File: config.mk
export PLATFORM = sky130hd
export DESIGN_NAME = frame_animation_sequencer_top
export DESIGN_NICKNAME = d
export VERILOG_FILES = /design/src/design/fas_pkg.sv /design/src/design/fas_cfg_regs.sv /design/src/design/fas_scale.sv /design/src/design/fas_advance.sv /design/src/design/frame_animation_sequencer_top.sv
export SDC_FILE = /design/constraint.sdc
export NUM_CORES = 2
export LEC_CHECK = 0
export BUFFER_PORTS_ARGS = -buffer_cell sky130_fd_sc_hd__clkbuf_2
export CORE_MARGIN = 2
export CORE_UTILIZATION = 55
export CTS_BUF_LIST = sky130_fd_sc_hd__clkbuf_8 sky130_fd_sc_hd__clkbuf_16
export CTS_CLUSTER_SIZE = 25
export DETAILED_ROUTE_END_ITERATION = 10
export PLACE_DENSITY = 0.72
export REMOVE_ABC_BUFFERS = 1
export SLEW_MARGIN = 25
export SYNTH_ARGS = -nofsm -noshare
export SYNTH_HDL_FRONTEND = slang
export SYNTH_SLANG_ARGS = --single-unit
File: constraint.sdc
create_clock -name i_clk -period 13.8 [get_ports i_clk]
set_clock_uncertainty 0.05 [all_clocks]
set_input_delay 2.76 -clock i_clk [delete_from_list [all_inputs] [get_ports i_clk]]
set_output_delay 2.76 -clock i_clk [all_outputs]
set_load 0.03 [all_outputs]
File: src/design/fas_pkg.sv
// Shared types and constants for the frame animation sequencer.
`default_nettype none
package fas_pkg;

    localparam int MAX_FRAMES_DEF = 64;

    localparam int FRAME_W = 6;
    localparam int COUNT_W = 7;
    localparam int DELTA_W = 24;
    localparam int RATE_W  = 16;
    localparam int FTIME_W = 32;
    localparam int NOTIFY_W = 64;
    localparam int ELAPSED_W = 40;
    localparam int PROD_W = DELTA_W + RATE_W;
    localparam int CFG_IDX_W = 3;
    localparam int CFG_DATA_W = 64;

    localparam logic [CFG_IDX_W-1:0] REG_FRAME_TIME    = 3'd0;
    localparam logic [CFG_IDX_W-1:0] REG_PLAY_RATE     = 3'd1;
    localparam logic [CFG_IDX_W-1:0] REG_FRAME_COUNT   = 3'd2;
    localparam logic [CFG_IDX_W-1:0] REG_LOOP_ENABLE   = 3'd3;
    localparam logic [CFG_IDX_W-1:0] REG_REVERSE_PLAY  = 3'd4;
    localparam logic [CFG_IDX_W-1:0] REG_NOTIFY_FRAMES = 3'd5;

    localparam logic [FTIME_W-1:0] FRAME_TIME_RST  = 32'd65536;
    localparam logic [RATE_W-1:0]  PLAY_RATE_RST   = 16'd256;
    localparam logic [COUNT_W-1:0] FRAME_COUNT_RST = 7'd1;

    localparam logic OP_TICK    = 1'b0;
    localparam logic OP_RESTART = 1'b1;

    typedef struct packed {
        logic               operation;
        logic [DELTA_W-1:0] delta_time;
    } t_in;

    typedef struct packed {
        logic [FRAME_W-1:0] frame;
        logic               finished;
        logic               notify_hit;
    } t_out;

    typedef struct packed {
        logic [FTIME_W-1:0]  frame_time;
        logic [RATE_W-1:0]   play_rate;
        logic [COUNT_W-1:0]  frame_count;
        logic                loop_enable;
        logic                reverse_play;
        logic [NOTIFY_W-1:0] notify_frames;
    } t_cfg;

    // Scaled tick passed from the input stage to the advance stage
    typedef struct packed {
        logic              operation;
        logic [PROD_W-1:0] step;
    } t_scaled;

endpackage
`default_nettype wire

File: src/design/fas_cfg_regs.sv
// Configuration register file of the frame animation sequencer.
`default_nettype none
module fas_cfg_regs
    import fas_pkg::*;
(
    input  wire logic                  i_clk,
    input  wire logic                  i_rst_n,
    input  wire logic                  i_cfg_valid,
    input  wire logic [CFG_IDX_W-1:0]  i_cfg_index,
    input  wire logic [CFG_DATA_W-1:0] i_cfg_data,
    output t_cfg                       o_cfg
);

    t_cfg r_cfg;

    always_ff @(posedge i_clk) begin
        if (!i_rst_n) begin
            r_cfg.frame_time    <= FRAME_TIME_RST;
            r_cfg.play_rate     <= PLAY_RATE_RST;
            r_cfg.frame_count   <= FRAME_COUNT_RST;
            r_cfg.loop_enable   <= 1'b0;
            r_cfg.reverse_play  <= 1'b0;
            r_cfg.notify_frames <= '0;
        end else if (i_cfg_valid) begin
            case (i_cfg_index)
                REG_FRAME_TIME:    r_cfg.frame_time    <= i_cfg_data[FTIME_W-1:0];
                REG_PLAY_RATE:     r_cfg.play_rate     <= i_cfg_data[RATE_W-1:0];
                REG_FRAME_COUNT:   r_cfg.frame_count   <= i_cfg_data[COUNT_W-1:0];
                REG_LOOP_ENABLE:   r_cfg.loop_enable   <= i_cfg_data[0];
                REG_REVERSE_PLAY:  r_cfg.reverse_play  <= i_cfg_data[0];
                REG_NOTIFY_FRAMES: r_cfg.notify_frames <= i_cfg_data[NOTIFY_W-1:0];
                default: ;
            endcase
        end
    end

    assign o_cfg = r_cfg;

endmodule
`default_nettype wire

File: src/design/fas_scale.sv
// Input stage: register the beat and scale the time step by the play rate.
`default_nettype none
module fas_scale
    import fas_pkg::*;
(
    input  wire logic              i_clk,
    input  wire logic              i_rst_n,
    input  wire logic              i_load,
    input  wire logic              i_in_valid,
    input  wire t_in               i_in,
    input  wire logic [RATE_W-1:0] i_play_rate,
    output logic                   o_valid,
    output t_scaled                o_beat
);

    logic    r_valid;
    t_scaled r_beat;
    t_scaled n_beat;

    always_comb begin
        n_beat.operation = i_in.operation;
        n_beat.step      = PROD_W'(i_in.delta_time) * PROD_W'(i_play_rate);
    end

    always_ff @(posedge i_clk) begin
        if (!i_rst_n) begin
            r_valid <= 1'b0;
        end else if (i_load) begin
            r_valid <= i_in_valid;
        end
    end

    always_ff @(posedge i_clk) begin
        if (i_load && i_in_valid) begin
            r_beat <= n_beat;
        end
    end

    assign o_valid = r_valid;
    assign o_beat  = r_beat;

endmodule
`default_nettype wire

File: src/design/fas_advance.sv
// Advance stage: accumulate elapsed time, step the frame, fire notifies, hold the result.
`default_nettype none
module fas_advance
    import fas_pkg::*;
#(
    parameter int MAX_FRAMES = MAX_FRAMES_DEF
) (
    input  wire logic    i_clk,
    input  wire logic    i_rst_n,
    input  wire logic    i_take,
    input  wire t_scaled i_beat,
    input  wire t_cfg    i_cfg,
    input  wire logic    i_out_ready,
    output logic         o_out_valid,
    output t_out         o_out
);

    localparam int FIDX_W = (MAX_FRAMES > 1) ? $clog2(MAX_FRAMES) : 1;
    localparam logic [ELAPSED_W-1:0] ELAPSED_MAX = '1;

    logic [ELAPSED_W-1:0]  r_elapsed, n_elapsed;
    logic [FRAME_W-1:0]    r_frame, n_frame;
    logic [MAX_FRAMES-1:0] r_called, n_called;
    logic                  r_out_valid;
    t_out                  r_out, n_out;

    logic [COUNT_W-1:0]    count;
    logic [FRAME_W-1:0]    last;
    logic [ELAPSED_W:0]    sum;
    logic [ELAPSED_W-1:0]  sat;
    logic [ELAPSED_W-1:0]  threshold;
    logic [COUNT_W-1:0]    next_up;
    logic [MAX_FRAMES-1:0] sel;
    logic [MAX_FRAMES-1:0] called_adv;
    logic                  finished;
    logic                  hit;

    always_comb begin
        // Zero acts as one frame, oversize counts clamp to the frame capacity
        if (i_cfg.frame_count == '0) begin
            count = COUNT_W'(1);
        end else if (i_cfg.frame_count > COUNT_W'(MAX_FRAMES)) begin
            count = COUNT_W'(MAX_FRAMES);
        end else begin
            count = i_cfg.frame_count;
        end
        last = FRAME_W'(count - COUNT_W'(1));

        threshold = {i_cfg.frame_time, 8'h00};
        sum       = {1'b0, r_elapsed} + (ELAPSED_W + 1)'(i_beat.step);
        sat       = sum[ELAPSED_W] ? ELAPSED_MAX : sum[ELAPSED_W-1:0];
        next_up   = COUNT_W'(r_frame) + COUNT_W'(1);

        finished   = 1'b0;
        n_frame    = r_frame;
        n_elapsed  = sat;
        called_adv = r_called;

        if (i_beat.operation == OP_RESTART) begin
            n_elapsed  = '0;
            n_frame    = i_cfg.reverse_play ? last : '0;
            called_adv = '0;
        end else if (sat >= threshold) begin
            n_elapsed = sat - threshold;
            if (i_cfg.reverse_play) begin
                if (r_frame == '0) begin
                    finished = 1'b1;
                    if (i_cfg.loop_enable) begin
                        n_frame    = last;
                        called_adv = '0;
                    end
                end else begin
                    n_frame = r_frame - FRAME_W'(1);
                end
            end else begin
                if (next_up >= count) begin
                    finished = 1'b1;
                    n_frame  = i_cfg.loop_enable ? '0 : last;
                    if (i_cfg.loop_enable) begin
                        called_adv = '0;
                    end
                end else begin
                    n_frame = FRAME_W'(next_up);
                end
            end
        end

        // Frame never exceeds the capacity, so the low bits index the flags
        sel = '0;
        sel[n_frame[FIDX_W-1:0]] = 1'b1;
        hit = (i_beat.operation == OP_TICK)
            && i_cfg.notify_frames[n_frame]
            && !called_adv[n_frame[FIDX_W-1:0]];
        n_called = hit ? (called_adv | sel) : called_adv;

        n_out.frame      = n_frame;
        n_out.finished   = finished;
        n_out.notify_hit = hit;
    end

    always_ff @(posedge i_clk) begin
        if (!i_rst_n) begin
            r_elapsed   <= '0;
            r_frame     <= '0;
            r_called    <= '0;
            r_out_valid <= 1'b0;
        end else if (i_take) begin
            r_elapsed   <= n_elapsed;
            r_frame     <= n_frame;
            r_called    <= n_called;
            r_out_valid <= 1'b1;
        end else if (i_out_ready) begin
            r_out_valid <= 1'b0;
        end
    end

    always_ff @(posedge i_clk) begin
        if (i_take) begin
            r_out <= n_out;
        end
    end

    assign o_out_valid = r_out_valid;
    assign o_out       = r_out;

endmodule
`default_nettype wire

File: src/design/frame_animation_sequencer_top.sv
// Top level of the frame animation sequencer.
// A beat passes the scale register, which holds the 24x16 product, and then
// the advance stage, which updates the accumulator, frame and flags.
// Throughput: one beat per cycle while the result register is empty or drained.
// Reset (synchronous, active low) clears the pipeline, the sequence state and
// loads the register defaults; the block is ready in the first cycle after it.
`default_nettype none
module frame_animation_sequencer_top
    import fas_pkg::*;
#(
    parameter int MAX_FRAMES = MAX_FRAMES_DEF
) (
    input  wire logic                  i_clk,
    input  wire logic                  i_rst_n,
    input  wire logic                  i_in_valid,
    output logic                       o_in_ready,
    input  wire t_in                   i_in,
    output logic                       o_out_valid,
    input  wire logic                  i_out_ready,
    output t_out                       o_out,
    input  wire logic                  i_cfg_valid,
    output logic                       o_cfg_ready,
    input  wire logic [CFG_IDX_W-1:0]  i_cfg_index,
    input  wire logic [CFG_DATA_W-1:0] i_cfg_data
);

    t_cfg    cfg;
    t_scaled beat;
    logic    s1_valid;
    logic    out_free;
    logic    take;

    assign o_cfg_ready = 1'b1;

    // Advance while the result register is empty or being drained
    assign out_free   = !o_out_valid || i_out_ready;
    assign take       = s1_valid && out_free;
    assign o_in_ready = !s1_valid || out_free;

    fas_cfg_regs u_cfg (
        .i_clk       (i_clk),
        .i_rst_n     (i_rst_n),
        .i_cfg_valid (i_cfg_valid),
        .i_cfg_index (i_cfg_index),
        .i_cfg_data  (i_cfg_data),
        .o_cfg       (cfg)
    );

    fas_scale u_scale (
        .i_clk       (i_clk),
        .i_rst_n     (i_rst_n),
        .i_load      (o_in_ready),
        .i_in_valid  (i_in_valid),
        .i_in        (i_in),
        .i_play_rate (cfg.play_rate),
        .o_valid     (s1_valid),
        .o_beat      (beat)
    );

    fas_advance #(
        .MAX_FRAMES (MAX_FRAMES)
    ) u_advance (
        .i_clk       (i_clk),
        .i_rst_n     (i_rst_n),
        .i_take      (take),
        .i_beat      (beat),
        .i_cfg       (cfg),
        .i_out_ready (i_out_ready),
        .o_out_valid (o_out_valid),
        .o_out       (o_out)
    );

    a_stall_only_when_full: assert property (@(posedge i_clk) disable iff (!i_rst_n)
        !o_in_ready |-> o_out_valid)
        else $error("input stalled with an empty result register");

    a_hit_needs_notify: assert property (@(posedge i_clk) disable iff (!i_rst_n)
        (o_out_valid && o_out.notify_hit) |-> cfg.notify_frames[o_out.frame])
        else $error("notify fired on a frame without a notify");

    a_restart_quiet: assert property (@(posedge i_clk) disable iff (!i_rst_n)
        (take && beat.operation == OP_RESTART)
            |=> (!o_out.finished && !o_out.notify_hit))
        else $error("restart beat reported finish or notify");

endmodule
`default_nettype wire
==> results.yml <==
run_status:
  status: "complete, no violations"
sta:
  period_share_pct: 73.7
  drv_slew: 0
  fin_crit_ns: 10.16
  max_freq_mhz: 98.4
  worst_pin_slew_ns: 1.06
  setup_tns_ns: 0
  hold_viol: 0
  rsz0062_at_grt: "false"
  slew_headroom_pct: 29.1
  setup_viol: 0
routing:
  ant_nets: 0
  dr.pass1.iters: 6
  initialDrtViolationCount: 1657
  wl_per_cell_um: 19.2
  vias: 23500
  routed_wirelength_um: 77400
  drc_errors: 0
  vias_per_cell: 5.82
setup_path:
  cp-end-kind: "register"
  cpPeakStageDelay_ns: 0.66
  cp_max_fo: 55
  crit_arrival_ns: 10.59
  r2r_end: "u_advance.r_called[40]"
  required_ns: 14.23
  r2r_slack_ns: 3.64
  crit_type: "register to register"
  start_kind: "register"
  reg2reg_from: "u_scale.o_beat[1]"
  cpMaxStageDelayCell: "a211oi_1"
  ff2ff_path_depth: 30
cts:
  cts_sinks: 282
  cts_resized: 0
  cts_made_buffers: 29
  postCtsHoldBufs: 0
  cts_root_buffer: "clkbuf_16"
  clk-insertion-delay-late_ns: 0.59
  ctsLongestPathBuffers: 3
  tritoncts: "yes"
  postCtsSetupBuffers: 0
  cts.clk_slew.worst_paths_ns: 0.07
  cts_max_level: 1
power_and_ir_drop:
  combPwrFrac_pct: 42.2
  peakVddDrop_mv: 0.0965
  internal_power_w: 0.00188
  power.total_w: 0.00309
  p_sw_w: 0.00121
  p_sw_share_pct: 39.1
  p_clk_share_pct: 27.9
  leakage_nw: 12.6
  p_seq_share_pct: 29.9
  power_density_nw_per_um2: 102
global_route:
  grt.total_usage_pct: 29.3
  grt_first_pass_wirelength_um: 126000
  grt_max_degree: 74
  antenna_found_initial: 0
  grt_pass1_vias: 24100
  grt_overflow_total: 0
min_path:
  hold_path_class: "register to register"
  hold_path_startpoint: "u_advance.r_called[17]"
  min_to: "u_advance.r_called[17]"
  holdPathStages: 2
floorplan:
  io_pins: 108
  core_area_um2: 51100
  die_area_um2: 53300
  die_h_um: 231
  start_util_pct: 55.4
  rows: 83
  die_x_um: 231
synthesis:
  netlist_area_um2: 28300
  yosysWarnings: 0
  synth-seq-cells: 282
  ys_types: 94
  synth_cells: 3332
  synthFlopType: "dfxtp_1"
  post-synth-top-count-cell: "nand2_1"
  synth.area.top_cells: "fa_1, dfxtp_1, nand2_1"
  ys_seq_area_share_pct: 21.7
  avgSynthCellArea_um2: 8.49
  synth_edf_count: 49
  synthTopCellsByCount: "nand2_1, inv_1, fa_1"
  post-synth-top-area-fraction_pct: 21.8
  yosysTopAreaCell: "fa_1"
  ys_async_sr_fraction_pct: 0
placed_design:
  portBuffers: 106
  place_congestion: 0.908
  dp_hpwl_um: 58200
final_layout:
  area_delta_synth_final_pct: 6.96
  diodes: 0
  layout-drive-gt1-share_pct: 7.40
  nets: 3926
job:
  drv_cap: 0
worst max path at each step:
| stage | start | end | slack, ns | cells after the start |
|---|---|---|---|---|
| floorplan | u_scale.o_beat[1] | u_advance.r_called[17] | 4.24 | 28 |
| global placement | u_scale.o_beat[1] | u_advance.r_called[36] | 4.00 | 30 |
| detailed placement | u_scale.o_beat[1] | u_advance.r_called[40] | 3.82 | 29 |
| CTS | u_scale.o_beat[1] | u_advance.r_called[40] | 3.78 | 29 |
| global route | u_scale.o_beat[1] | u_advance.r_called[3] | 3.07 | 30 |
| finish | u_scale.o_beat[1] | u_advance.r_called[40] | 3.64 | 30 |
routing by layer:
metal  part of all wire (%)  vias up  track usage [%]
met5                      0        -                0
met4                    2.4        0             7.82
met3                    6.0      134             2.77
met2                     47      803             49.8
met1                     45    11500             40.1
li1                       -    11000                -
power groups by stage:
stage	sequential [W]	clock, W	combinational [W]
finish	0.000923	0.000861	0.00130
global route	0.000927	0.000899	0.00145
CTS	0.000922	0.000869	0.00128
detailed placement	0.000940	0	0.00127
global placement	0.000939	0	0.00125
floorplan	0.000933	0	0.000927
cell families after synthesis:
| kind of cell | synth area share, % |
|---|---|
| AO/OA/AOI/OAI | 16.6 |
| adder cells (fa/ha/maj) | 30.4 |
| flip-flops | 21.7 |
| other | 0.0132 |
| AND/OR/NAND/NOR | 18.9 |
| multiplexers | 1.76 |
| buffers and inverters | 7.70 |
| XOR/XNOR | 2.97 |
worst max-delay path: cells and delay by family, from the launching register on:
kind                     cells  cell delay [ns]
AO/OA/AOI/OAI               18             5.81
XOR/XNOR                     1             0.19
adder cells (fa/ha/maj)      2             0.69
buffers and inverters        3             1.15
flip-flops                   1             0.44
AND/OR/NAND/NOR              6             1.68
layout by cell type (no fill, tap or decap), types with 10 or more instances in the layout:
master     netlist  final
and2_1         136    135
xor2_1          33     33
and3_1          13     13
a22oi_1         27     27
nand4_1         21     21
o21a_1          28     28
o21bai_1        23     23
a21boi_0       125    124
ha_1           194    194
o41ai_1         33     33
dfxtp_1        233    225
clkbuf_2         0    105
a31oi_1         10     10
mux2i_1         34     34
nor2b_1         48     48
a21o_1          40     40
inv_1          377    379
o21ai_0        106    106
nand3_1         47     46
buf_4            6     32
nand2b_1        25     24
o211ai_1        20     20
fa_1           308    308
edfxtp_1        49     49
a21oi_1        108    108
o31ai_1         28     28
nor2_1          87     85
clkbuf_16        0     31
nand2_1        725    725
xnor2_1         63     63
a211oi_1        26     26
or3_1           12     12
nor3_1          31     29
sequential cells by signal, indices dropped and copies added (netlist names):
name                   flops
u_advance.o_out            8
u_scale.o_beat            41
u_advance.o_out_valid      1
u_cfg.o_cfg              121
u_scale.o_valid            1
u_advance.r_frame          6
u_advance.r_called        64
u_advance.r_elapsed       40
cell type report:
type | count | area (um^2)
fill | 4573 | 20800
clock inverter | 17 | 190
sequential | 282 | 6150
clock buffer | 37 | 858
timing repair buffer | 137 | 766
tap | 680 | 851
inverter | 382 | 1440
multi-input combinational | 2495 | 20000
through the flow:
step | instance area (um^2) | setup WS (ns) | hold slack (ns) | utilization [%] | cells
floorplan | 27600 | 4.24 | 0.362 | - | 3159
global placement | 29200 | 4.00 | 0.375 | 57.2 | 3976
detailed placement | 29200 | 3.82 | 0.387 | 57.2 | 3976
CTS | 30300 | 3.78 | 0.403 | 59.2 | 4030
global route | 30300 | 3.07 | 0.421 | 59.3 | 4030
finish | 30300 | 3.64 | 0.404 | 59.3 | 4030
Note: power is estimated with default switching activity, not from simulation.
